`config.mk`:
```
export PLATFORM = sky130hd
export DESIGN_NAME = banked_memory_mapper_with_plane_writes_flat
export DESIGN_NICKNAME = d
export VERILOG_FILES = /design/src/sv/bmm_pkg.sv /design/src/sv/bmm_if.sv /design/src/sv/bmm_map_regs.sv /design/src/sv/bmm_decode.sv /design/src/sv/bmm_beat_seq.sv /design/src/sv/banked_memory_mapper_with_plane_writes.sv /design/src/flat_wrapper.sv
export SDC_FILE = /design/constraint.sdc
export NUM_CORES = 1
export LEC_CHECK = 0
export BUFFER_PORTS_ARGS = -buffer_cell sky130_fd_sc_hd__buf_2
export CAP_MARGIN = 20
export CELL_PAD_IN_SITES_DETAIL_PLACEMENT = 2
export CELL_PAD_IN_SITES_GLOBAL_PLACEMENT = 2
export CORE_MARGIN = 2
export CORE_UTILIZATION = 40
export CTS_CLUSTER_SIZE = 40
export DETAILED_ROUTE_END_ITERATION = 7
export GPL_ROUTABILITY_DRIVEN = 0
export PLACE_DENSITY = 0.85
export SKIP_LAST_GASP = 1
export SYNTH_ARGS = -nofsm -noshare
export SYNTH_HDL_FRONTEND = slang
export SYNTH_HIERARCHICAL = 1
export SYNTH_SLANG_ARGS = --single-unit
```
`constraint.sdc`:
```
create_clock -name clock -period 3.03 [get_ports clock]
set_clock_uncertainty 0.05 [all_clocks]
set_input_delay 0.1515 -clock clock [delete_from_list [all_inputs] [get_ports clock]]
set_output_delay 0.1515 -clock clock [all_outputs]
set_load 0.005 [all_outputs]
```
`src/sv/bmm_pkg.sv`:
```
`default_nettype none

package bmm_pkg;

   typedef enum logic [2:0] {
      OP_MEM_READ    = 3'd0,
      OP_MEM_WRITE   = 3'd1,
      OP_BLOCK_WRITE = 3'd2,
      OP_BLOCK_READ  = 3'd3,
      OP_MODE_SET    = 3'd4
   } op_type;

   typedef enum logic [2:0] {
      KIND_ACK       = 3'd0,
      KIND_UNMAPPED  = 3'd1,
      KIND_RAM_READ  = 3'd2,
      KIND_RAM_WRITE = 3'd3,
      KIND_ROM_READ  = 3'd4,
      KIND_READBACK  = 3'd5
   } access_kind_type;

   localparam logic [15:0] RED_BASE   = 16'h6000;
   localparam logic [15:0] GREEN_BASE = 16'hA000;
   localparam logic [15:0] BLUE_BASE  = 16'hE000;
   localparam logic [7:0]  CODE_RESET = 8'hFF;
   localparam logic [3:0]  MODE_RESET = 4'h0;
   localparam int unsigned COPY_BIT   = 3;

   localparam logic [1:0] PLANE_RED   = 2'd0;
   localparam logic [1:0] PLANE_GREEN = 2'd1;
   localparam logic [1:0] PLANE_BLUE  = 2'd2;

   // One decoded result, or in copy mode the seed for three plane writes.
   typedef struct packed {
      access_kind_type kind;
      logic [15:0]     phys_address;
      logic [7:0]      write_byte;
      logic [7:0]      read_byte;
      logic            copy;
      logic [2:0]      plane_en;
      logic [12:0]     half_off;
   } rsp_entry_type;

   typedef struct packed {
      logic       code_en;
      logic       mode_en;
      logic [3:0] index;
      logic [7:0] data;
   } map_write_type;

   function automatic logic [15:0] plane_base(input logic [1:0] plane);
      logic [15:0] base;
      case (plane)
         PLANE_RED:   base = RED_BASE;
         PLANE_GREEN: base = GREEN_BASE;
         default:     base = BLUE_BASE;
      endcase
      return base;
   endfunction

   function automatic logic [1:0] plane_of(input logic [7:0] code);
      logic [1:0] plane;
      case (code)
         8'hE6, 8'hE7: plane = PLANE_RED;
         8'hEA, 8'hEB: plane = PLANE_GREEN;
         default:      plane = PLANE_BLUE;
      endcase
      return plane;
   endfunction

endpackage

`default_nettype wire

```
`src/sv/bmm_if.sv`:
```
`default_nettype none

interface bmm_req_if;
   logic        valid;
   logic        ready;
   logic [2:0]  opcode;
   logic [15:0] address;
   logic [7:0]  data;

   modport source (output valid, output opcode, output address, output data, input ready);
   modport sink   (input valid, input opcode, input address, input data, output ready);
endinterface

interface bmm_rsp_if;
   logic        valid;
   logic        ready;
   logic [2:0]  access_kind;
   logic [15:0] phys_address;
   logic [7:0]  write_byte;
   logic [7:0]  read_byte;
   logic        last;

   modport source (output valid, output access_kind, output phys_address,
                   output write_byte, output read_byte, output last, input ready);
   modport sink   (input valid, input access_kind, input phys_address,
                   input write_byte, input read_byte, input last, output ready);
endinterface

`default_nettype wire

```
`src/sv/bmm_map_regs.sv`:
```
`default_nettype none

module bmm_map_regs (
   input  wire logic                   clock,
   input  wire logic                   reset,
   input  wire bmm_pkg::map_write_type wr,
   input  wire logic [3:0]             rd_index,
   output logic [7:0]                  rd_code,
   output logic [3:0]                  mode
);

   logic [7:0] codes_ff [16];
   logic [3:0] mode_ff;

   always_ff @(posedge clock) begin
      if (reset) begin
         for (int i = 0; i < 16; i++) begin
            codes_ff[i] <= bmm_pkg::CODE_RESET;
         end
         mode_ff <= bmm_pkg::MODE_RESET;
      end else begin
         if (wr.code_en) begin
            codes_ff[wr.index] <= wr.data;
         end
         if (wr.mode_en) begin
            mode_ff <= wr.data[3:0];
         end
      end
   end

   assign rd_code = codes_ff[rd_index];
   assign mode    = mode_ff;

endmodule

`default_nettype wire

```
`src/sv/bmm_decode.sv`:
```
`default_nettype none

module bmm_decode (
   input  wire logic [2:0]            opcode,
   input  wire logic [15:0]           address,
   input  wire logic [7:0]            data,
   input  wire logic [7:0]            code,
   input  wire logic [3:0]            mode,
   output bmm_pkg::rsp_entry_type     entry
);

   logic        is_ram;
   logic        is_rom;
   logic        is_plane;
   logic [11:0] off;

   assign off      = address[11:0];
   assign is_ram   = code inside {[8'hE0:8'hEF]};
   assign is_rom   = code inside {[8'hFC:8'hFF]};
   assign is_plane = code inside {8'hE6, 8'hE7, 8'hEA, 8'hEB, 8'hEE, 8'hEF};

   always_comb begin
      entry              = '0;
      entry.kind         = bmm_pkg::KIND_ACK;
      case (bmm_pkg::op_type'(opcode))
         bmm_pkg::OP_MEM_READ: begin
            if (is_ram) begin
               entry.kind         = bmm_pkg::KIND_RAM_READ;
               entry.phys_address = {code[3:0], off};
            end else if (is_rom) begin
               entry.kind         = bmm_pkg::KIND_ROM_READ;
               entry.phys_address = {2'b00, code[1:0], off};
            end else begin
               entry.kind = bmm_pkg::KIND_UNMAPPED;
            end
         end
         bmm_pkg::OP_MEM_WRITE: begin
            if (!is_ram) begin
               entry.kind = bmm_pkg::KIND_UNMAPPED;
            end else begin
               entry.kind       = bmm_pkg::KIND_RAM_WRITE;
               entry.write_byte = data;
               entry.half_off   = {code[0], off};
               if (!is_plane) begin
                  entry.phys_address = {code[3:0], off};
               end else if (mode[bmm_pkg::COPY_BIT]) begin
                  // The three plane addresses are formed beat by beat at the output.
                  entry.copy     = 1'b1;
                  entry.plane_en = mode[2:0];
               end else begin
                  entry.phys_address = bmm_pkg::plane_base(bmm_pkg::plane_of(code))
                                       | {3'b000, code[0], off};
               end
            end
         end
         bmm_pkg::OP_BLOCK_READ: begin
            entry.kind      = bmm_pkg::KIND_READBACK;
            entry.read_byte = code;
         end
         default: begin
            entry.kind = bmm_pkg::KIND_ACK;
         end
      endcase
   end

endmodule

`default_nettype wire

```
`src/sv/bmm_beat_seq.sv`:
```
`default_nettype none

module bmm_beat_seq (
   input  wire logic                   clock,
   input  wire logic                   reset,
   input  wire logic                   load,
   input  wire bmm_pkg::rsp_entry_type entry_in,
   output logic                        free,
   bmm_rsp_if.source                   rsp
);

   logic                   valid_ff;
   logic                   valid_in;
   logic [1:0]             beat_ff;
   logic [1:0]             beat_in;
   bmm_pkg::rsp_entry_type entry_ff;
   logic                   last_beat;

   assign last_beat = !entry_ff.copy || (beat_ff == bmm_pkg::PLANE_BLUE);
   assign free      = !valid_ff || (rsp.ready && last_beat);

   always_comb begin
      valid_in = valid_ff;
      beat_in  = beat_ff;
      if (load) begin
         valid_in = 1'b1;
         beat_in  = bmm_pkg::PLANE_RED;
      end else if (valid_ff && rsp.ready) begin
         if (last_beat) begin
            valid_in = 1'b0;
         end else begin
            beat_in = beat_ff + 2'd1;
         end
      end
   end

   always_ff @(posedge clock) begin
      if (reset) begin
         valid_ff <= 1'b0;
         beat_ff  <= bmm_pkg::PLANE_RED;
      end else begin
         valid_ff <= valid_in;
         beat_ff  <= beat_in;
      end
      if (load) begin
         entry_ff <= entry_in;
      end
   end

   // In copy mode each transfer goes to the next plane: red, green, then blue.
   always_comb begin
      rsp.valid       = valid_ff;
      rsp.access_kind = entry_ff.kind;
      rsp.read_byte   = entry_ff.read_byte;
      rsp.last        = last_beat;
      if (entry_ff.copy) begin
         rsp.phys_address = bmm_pkg::plane_base(beat_ff) | {3'b000, entry_ff.half_off};
         rsp.write_byte   = entry_ff.plane_en[beat_ff] ? entry_ff.write_byte : 8'h00;
      end else begin
         rsp.phys_address = entry_ff.phys_address;
         rsp.write_byte   = entry_ff.write_byte;
      end
   end

endmodule

`default_nettype wire

```
`src/sv/banked_memory_mapper_with_plane_writes.sv`:
```
// A request passes through the input register, then the result register, before its result
// can be transferred; either register holds its request while the output stalls.
// Throughput: one request per cycle while results are accepted; a copy-mode plane write holds
// the result register for three transfers, which stalls the requests behind it.
// Reset (synchronous): empties both registers, sets every window code to 0xFF and the
// write mode to zero.
`default_nettype none

module banked_memory_mapper_with_plane_writes (
   input  wire logic clock,
   input  wire logic reset,
   bmm_req_if.sink   req_bus,
   bmm_rsp_if.source rsp_bus
);

   logic        in_valid_ff;
   logic        in_valid_in;
   logic [2:0]  in_opcode_ff;
   logic [15:0] in_address_ff;
   logic [7:0]  in_data_ff;

   logic                   req_take;
   logic                   seq_free;
   logic                   advance;
   logic [3:0]             rd_index;
   logic [7:0]             rd_code;
   logic [3:0]             mode;
   bmm_pkg::map_write_type map_wr;
   bmm_pkg::rsp_entry_type entry;

   assign advance       = in_valid_ff && seq_free;
   assign req_bus.ready = !in_valid_ff || seq_free;
   assign req_take      = req_bus.valid && req_bus.ready;

   always_comb begin
      in_valid_in = in_valid_ff;
      if (req_take) begin
         in_valid_in = 1'b1;
      end else if (advance) begin
         in_valid_in = 1'b0;
      end
   end

   always_ff @(posedge clock) begin
      if (reset) begin
         in_valid_ff <= 1'b0;
      end else begin
         in_valid_ff <= in_valid_in;
      end
      if (req_take) begin
         in_opcode_ff  <= req_bus.opcode;
         in_address_ff <= req_bus.address;
         in_data_ff    <= req_bus.data;
      end
   end

   // Register reads use the low index bits; memory accesses use the window number.
   assign rd_index = (in_opcode_ff == bmm_pkg::OP_BLOCK_READ) ? in_address_ff[3:0]
                                                              : in_address_ff[15:12];

   // State changes when the request leaves the input register, so the next one sees them.
   always_comb begin
      map_wr.code_en = advance && (in_opcode_ff == bmm_pkg::OP_BLOCK_WRITE);
      map_wr.mode_en = advance && (in_opcode_ff == bmm_pkg::OP_MODE_SET);
      map_wr.index   = in_address_ff[3:0];
      map_wr.data    = in_data_ff;
   end

   bmm_map_regs u_map_regs (
      .clock    (clock),
      .reset    (reset),
      .wr       (map_wr),
      .rd_index (rd_index),
      .rd_code  (rd_code),
      .mode     (mode)
   );

   bmm_decode u_decode (
      .opcode  (in_opcode_ff),
      .address (in_address_ff),
      .data    (in_data_ff),
      .code    (rd_code),
      .mode    (mode),
      .entry   (entry)
   );

   bmm_beat_seq u_beat_seq (
      .clock    (clock),
      .reset    (reset),
      .load     (advance),
      .entry_in (entry),
      .free     (seq_free),
      .rsp      (rsp_bus)
   );

`ifndef SYNTHESIS
   ap_nonlast_followed: assert property (@(posedge clock) disable iff (reset)
      rsp_bus.valid && rsp_bus.ready && !rsp_bus.last |=> rsp_bus.valid)
      else $error("A non-final transfer was not followed by another result.");

   ap_nonlast_is_write: assert property (@(posedge clock) disable iff (reset)
      rsp_bus.valid && !rsp_bus.last |-> rsp_bus.access_kind == bmm_pkg::KIND_RAM_WRITE)
      else $error("Only plane copy writes may give several results.");

   ap_ready_when_empty: assert property (@(posedge clock) disable iff (reset)
      !in_valid_ff |-> req_bus.ready)
      else $error("Request refused while the input register was empty.");

   ap_held_when_blocked: assert property (@(posedge clock) disable iff (reset)
      in_valid_ff && !seq_free |=> in_valid_ff && $stable(in_opcode_ff)
                                   && $stable(in_address_ff))
      else $error("A waiting request was lost from the input register.");
`endif

endmodule

`default_nettype wire
```
`src/flat_wrapper.sv`:
```
// flat-port wrapper written by rule: the top's interface ports become plain ports
module banked_memory_mapper_with_plane_writes_flat 
  (clock, reset, req_bus_valid, req_bus_opcode, req_bus_address, req_bus_data, req_bus_ready, rsp_bus_valid, rsp_bus_access_kind, rsp_bus_phys_address, rsp_bus_write_byte, rsp_bus_read_byte, rsp_bus_last, rsp_bus_ready);
  bmm_req_if req_bus_i ();
  bmm_rsp_if rsp_bus_i ();
  input  wire logic clock;
  input  wire logic reset;
  input wire logic [$bits(req_bus_i.valid)-1:0] req_bus_valid;
  input wire logic [$bits(req_bus_i.opcode)-1:0] req_bus_opcode;
  input wire logic [$bits(req_bus_i.address)-1:0] req_bus_address;
  input wire logic [$bits(req_bus_i.data)-1:0] req_bus_data;
  output wire logic [$bits(req_bus_i.ready)-1:0] req_bus_ready;
  output wire logic [$bits(rsp_bus_i.valid)-1:0] rsp_bus_valid;
  output wire logic [$bits(rsp_bus_i.access_kind)-1:0] rsp_bus_access_kind;
  output wire logic [$bits(rsp_bus_i.phys_address)-1:0] rsp_bus_phys_address;
  output wire logic [$bits(rsp_bus_i.write_byte)-1:0] rsp_bus_write_byte;
  output wire logic [$bits(rsp_bus_i.read_byte)-1:0] rsp_bus_read_byte;
  output wire logic [$bits(rsp_bus_i.last)-1:0] rsp_bus_last;
  input wire logic [$bits(rsp_bus_i.ready)-1:0] rsp_bus_ready;
  assign req_bus_i.valid = req_bus_valid;
  assign req_bus_i.opcode = req_bus_opcode;
  assign req_bus_i.address = req_bus_address;
  assign req_bus_i.data = req_bus_data;
  assign req_bus_ready = req_bus_i.ready;
  assign rsp_bus_valid = rsp_bus_i.valid;
  assign rsp_bus_access_kind = rsp_bus_i.access_kind;
  assign rsp_bus_phys_address = rsp_bus_i.phys_address;
  assign rsp_bus_write_byte = rsp_bus_i.write_byte;
  assign rsp_bus_read_byte = rsp_bus_i.read_byte;
  assign rsp_bus_last = rsp_bus_i.last;
  assign rsp_bus_i.ready = rsp_bus_ready;
  banked_memory_mapper_with_plane_writes u_core (.clock(clock), .reset(reset), .req_bus(req_bus_i), .rsp_bus(rsp_bus_i));
endmodule
```
=== After elaboration in Yosys (flattened, before gate mapping) ===
Memories as Yosys holds them, arrays and structs flattened.
Index checks and enable logic that the tools add are counted.

* Add/subtract/negate cells: 1
* $mul: 0
* Div/mod/pow operators: 0
* $lt $le $gt $ge: 5
* Eq/ne operators: 13
* Shift-type cells: 0
* Muxes and demuxes: 41
* Bitwise gates (word level): 3
* Reduce and logical (&&, ||, !) cells: 30

{| class="wikitable"
|+ Operator list
! cell !! count
|-
| $mux W16 || 8
|-
| $pmux W16 S2 || 3
|-
| $eq A8 B8 Y1 const B || 6
|-
| $or A16 B13 Y16 || 2
|-
| $mux W24 || 1
|-
| $mux W8 || 3
|-
| $mux W19 || 1
|-
| $ge A8 B8 Y1 const B || 2
|-
| $le A8 B8 Y1 const B || 2
|-
| $mux W14 || 1
|-
| $mux W1 || 12
|-
| $mux W4 || 3
|-
| $mux W2 || 5
|-
| $pmux W3 S3 || 1
|-
| $logic_and A1 B1 Y1 || 8
|-
| $reduce_or A8 Y1 || 1
|-
| $eq A3 B2 Y1 const B || 2
|-
| $reduce_and A2 Y1 || 3
|-
| $reduce_bool A2 Y1 || 3
|-
| $reduce_bool A6 Y1 || 1
|-
| $reduce_or A2 Y1 || 3
|-
| $eq A2 B1 Y1 const B || 2
|-
| $logic_not A2 Y1 || 2
|-
| $pmux W2 S2 || 1
|-
| 13 further kinds || 17
|}

* Flip-flop bits (word level): 87
* Latch bits: 0
* Bits in writable memories: 128
* ROM bits: 0
* Input bits: 31
* Output and inout port bits: 38
* Word-level logic and storage cells: 108
* Memories kept: 1

{| class="wikitable"
|+ Memory list
! name !! depth !! bits a word !! rd ports !! clocked after memory_dff !! wr ports !! line !! RTL
|-
| u_core.u_map_regs.codes_ff || 16 || 8 || 1 || 0 || 16 || bmm_map_regs.sv:12 || <nowiki>logic [7:0] codes_ff [16];</nowiki>
|}

=== Depth between registers and ports, before layout ===
An unclocked memory read counts as a cell.

* Depth in word-level cells: 21
* Gate-level depth with buffers: 12

=== Modules after synthesis ===
The synthesis kept the hierarchy.

{| class="wikitable"
|+ Modules (own cells, without submodules)
! module !! times used !! cells an instance !! area each (um^2)
|-
| bmm_map_regs || 1 || 391 || 6122.1
|-
| bmm_beat_seq || 1 || 113 || 2119.5
|-
| banked_memory_mapper_with_plane_writes || 1 || 41 || 957.2
|-
| bmm_decode || 1 || 71 || 554.3
|}

=== Worst setup path after synthesis ===
OpenSTA, ideal clock, no wires.

* Kind: flip-flop to flip-flop
* Start point: reg u_core.in_opcode_ff[2]
* End point: reg u_core/u_beat_seq/entry_ff[33] (netlist name) (data pin)
* Arrival: 2.812 ns
* Required time: 2.831 ns
* Path slack: 0.019 ns
* Stages on the path, launching flop included: 12
* Path buffers: 3
* Period minus slack after synthesis: 3.011 ns
* Path through: edfxtp_1 -> nand3b_4 -> mux2_4 -> buf_6 -> buf_6 -> mux4_1 -> a22oi_1 -> nand2_1 -> o211a_1 -> o22a_2 -> buf_8 -> nor3b_2

{| class="wikitable"
|+ RTL lines
! what !! line !! RTL
|-
| from (decl) || banked_memory_mapper_with_plane_writes.sv:18 || <nowiki>logic [2:0] in_opcode_ff;</nowiki>
|-
| from (signal assigned) || banked_memory_mapper_with_plane_writes.sv:51 || <nowiki>in_opcode_ff <= req_bus.opcode;</nowiki>
|-
| to (signal assigned) || bmm_beat_seq.sv:46 || <nowiki>entry_ff <= entry_in;</nowiki>
|-
| to (decl) || bmm_beat_seq.sv:16 || <nowiki>bmm_pkg::rsp_entry_type entry_ff;</nowiki>
|}

==> flow_summary.ini <==
[run_status]
status = finished with violations
violations = negative setup slack

[floorplanning]
dieWidth_um = 160.2
die_area_sq_um = 25650
initial_core_util_pct = 40.46
die_h_um = 160.2
io_pins = 69
rows = 57
core_area_sq_um = 24110

[drt]
drc = 0
wl_per_cell_um = 33.76
drt-total-wl_mm = 37.92
vias = 6499
viasPerCell = 5.787
drt-initial-drc-count = 536
drt_pre_antenna_iters = 5
ant_nets = 0

[synth]
synth-seq-area-share_pct = 65.38
postSynthCellCount = 616
synth_nets = 650
synth-async-reset-ratio_pct = 0
syn-cell-area_sq_um = 9753
ys.flop_type = edfxtp_1
syn_avg_cell_area_sq_um = 15.83
yosys_register_bits = 215
synth_edf_count = 207
yosysWarnings = 6
synth_top_area_share_pct = 63.73
synth_cell_types = 53
yosysTopAreaCell = edfxtp_1
synthTopCellsByArea = edfxtp_1 (64%), or2_2 (5.5%), mux4_1 (4.3%)

[hold_path]
hp-class = primary input to flip-flop
worstHoldEndpoint = u_core/u_map_regs/mode[2]$_SDFFE_PP0P_
hold_depth = 2
hold_path_startpoint = reset

[finish]
drive_gt1_share_pct = 47.56
multiInputGateArea_sq_um = 3367
fill_cells = 2251
final_nets = 816
diodes = 0
ff_latch_area_sq_um = 6377
final_common_cell = edfxtp_1
syn_to_final_growth_pct = 26.36
final_cell_mix = edfxtp_1 (207), or2_2 (83), buf_2 (68)

[worst_setup_path]
cp.arrival_ps = 3600
cp-start-kind = flip-flop
worst_ep_required_time_ps = 3330
path_class = flip-flop to flip-flop
rr_worst_depth = 12
rr_startpoint = u_core/in_opcode_ff[2]$_DFFE_PP_
critPathMaxFanout = 8
cp-end-kind = flip-flop
regToRegSetupSlack_ps = -270
r2r_end = u_core/u_beat_seq/entry_ff[36]$_DFFE_PP_

[global_routing]
gr-total-overflow = 0
grt_pass1_wl_mm = 51.32
antenna_found_initial = 0
grtUsageTotal_pct = 27.65
grt_pass1_vias = 7122
grt_max_degree = 33

[timing]
rsz0062_at_grt = true
hold_ws_ps = 223.5
slew_headroom_pct = 32.12
max_freq_ghz = 0.3030
final_max_slew_viol_count = 0
setup_ws_ps = -270.8
tns_ps = -10120
final-setup-viol-count = 46
fin_crit_sh_pct = 108.9
layout_min_cycle_time_ps = 3301
final_hold_viol_count = 0
tightestPinTransition_ps = 1016

[power]
seqPwrFrac_pct = 49.3
p_comb_share_pct = 10.5
swShare_pct = 25.55
p_total_mw = 6.901
p_switching_mw = 1.763
p_per_area_nw_per_um2 = 560.0
power.share.clock_pct = 40.2
vdd_ir_drop_max_uv = 385.1
p_leak_nw = 4.051
cell_internal_pwr_mw = 5.138

[clock_tree]
root_buffer = clkbuf_16
clk_pin_slew_worst_paths_ps = 70
ctsHtreeMaxLevel = 1
cts_tree = built
cts_buffers = 24
cts_buffer_depth = 3
cts.sinks = 215
clk_latency_ps = 540

[place]
hpwl_mm = 21.44
port-buffer-count = 68

[job]
maxCapViolations = 0
==> through the flow <==
step	cell area (sq um)	worst slack [ps]	util, %	cells
CTS	12050	-118.3	50.00	1117
detailed placement	10750	-658.8	44.59	1026
global placement	10750	-241.5	44.59	1026
floorplan	9753	18.68	-	616
finish	12320	-270.8	51.13	1123
global route	12320	-304.9	51.13	1123
==> state kept, by name (all words and copies together), names as in the netlist <==
name	cells
u_core/u_beat_seq/beat_ff	2
u_core/in_valid_ff	1
u_core/in_address_ff	16
u_core/u_beat_seq/rsp.read_byte	8
u_core/in_opcode_ff	3
u_core/u_beat_seq/entry_ff	41
u_core/u_beat_seq/rsp.valid	1
u_core/u_map_regs/codes_ff	128
u_core/u_beat_seq/rsp.access_kind	3
u_core/in_data_ff	8
u_core/u_map_regs/mode	4
==> layer usage <==
| metal | routed length [um] | GRT usage, % | vias to the layer above |
|---|---|---|---|
| li1 | - | - | 2625 |
| met1 | 14020 | 33.16 | 3474 |
| met2 | 20000 | 50.43 | 302 |
| met3 | 1935 | 4.078 | 98 |
| met4 | 1959 | 10.32 | 0 |
| met5 | 0 | 0 | - |
==> worst max-delay path, stage by stage (launching register included) <==
cell	delay [ps]
edfxtp_1	420
nand3b_4	200
mux2_4	390
buf_8	160
buf_6	110
mux4_2	360
a22oi_2	140
nand2_2	160
nand3_4	110
buf_6	140
or3_4	410
clkbuf_16	200
nor3b_4	230
==> what timing repair did <==
| item | 4_1_cts | 5_1_grt |
|---|---|---|
| hold buffers | 29 | 0 |
| endpoints found under the setup margin | 111 | 276 |
| gates cloned | 3 | 2 |
| hold endpoints to repair | 29 | 0 |
| resized for setup | 50 | 42 |
| pin swaps | 14 | 18 |
| setup buffers | 16 | 5 |
==> worst max-delay path by stage <==
stage	from	endpoint	slack, ps	cells past startpoint
3_5_place_dp	u_core/in_opcode_ff[2]$_DFFE_PP_	u_core/u_beat_seq/entry_ff[0]$_DFFE_PP_	-660	7
6_report	u_core/in_opcode_ff[2]$_DFFE_PP_	u_core/u_beat_seq/entry_ff[36]$_DFFE_PP_	-270	12
4_1_cts	u_core/in_opcode_ff[2]$_DFFE_PP_	u_core/u_beat_seq/entry_ff[15]$_DFFE_PP_	-120	11
5_1_grt	u_core/in_opcode_ff[2]$_DFFE_PP_	u_core/u_beat_seq/entry_ff[36]$_DFFE_PP_	-300	11
3_3_place_gp	u_core/in_opcode_ff[2]$_DFFE_PP_	u_core/u_beat_seq/entry_ff[47]$_DFFE_PP_	-240	7
2_1_floorplan	u_core/in_opcode_ff[2]$_DFFE_PP_	u_core/u_beat_seq/entry_ff[33]$_DFFE_PP_	20	11
==> synthesized netlist by cell type (4+ instances only) <==
| library cell | number |
|---|---|
| or3_1 | 10 |
| nor3b_2 | 10 |
| mux2_1 | 7 |
| and2_1 | 18 |
| buf_2 | 5 |
| mux2i_1 | 7 |
| mux2_4 | 10 |
| nor3b_1 | 4 |
| and2b_1 | 5 |
| buf_4 | 13 |
| edfxtp_1 | 207 |
| mux4_2 | 16 |
| nor2_1 | 9 |
| and3_1 | 26 |
| nand2b_1 | 52 |
| buf_6 | 5 |
| clkbuf_1 | 15 |
| or2_2 | 85 |
| nand2_1 | 23 |
| inv_1 | 7 |
| a22oi_1 | 16 |
| dfxtp_1 | 8 |
| mux4_1 | 16 |
==> area by class of cell <==
cell class | count | share of cell area, %
Timing Repair Buffer | 181 | 11.67
Sequential cell | 215 | 51.75
Inverter | 7 | 0.2132
Multi-Input combinational cell | 353 | 27.32
Tap cell | 324 | 3.289
Clock inverter | 16 | 0.6294
Clock buffer | 27 | 5.137
==> kinds of logic (layout without fill, tap and decap cells) <==
| family | Yosys count | count (layout) | synth area share (%) |
|---|---|---|---|
| AOI/OAI and AO/OA | 27 | 27 | 2.104 |
| buffers and inverters | 51 | 231 | 3.387 |
| muxes | 56 | 58 | 11.07 |
| and+or+nand+nor | 263 | 264 | 17.59 |
| DFF | 215 | 215 | 65.38 |
| xor gates and xnor gates | 1 | 1 | 0.08982 |
| adders and majority gates | 3 | 3 | 0.3849 |
==> power groups by stage <==
stage / clock [mW] / sequential, mW / combinational, mW
floorplan: 0 / 3.41 / 0.287
global placement: 0 / 3.44 / 0.478
detailed placement: 0 / 3.45 / 0.525
CTS: 2.72 / 3.39 / 0.631
global route: 2.89 / 3.40 / 0.749
finish: 2.78 / 3.40 / 0.725
Note: power is estimated with default switching activity, not from simulation.
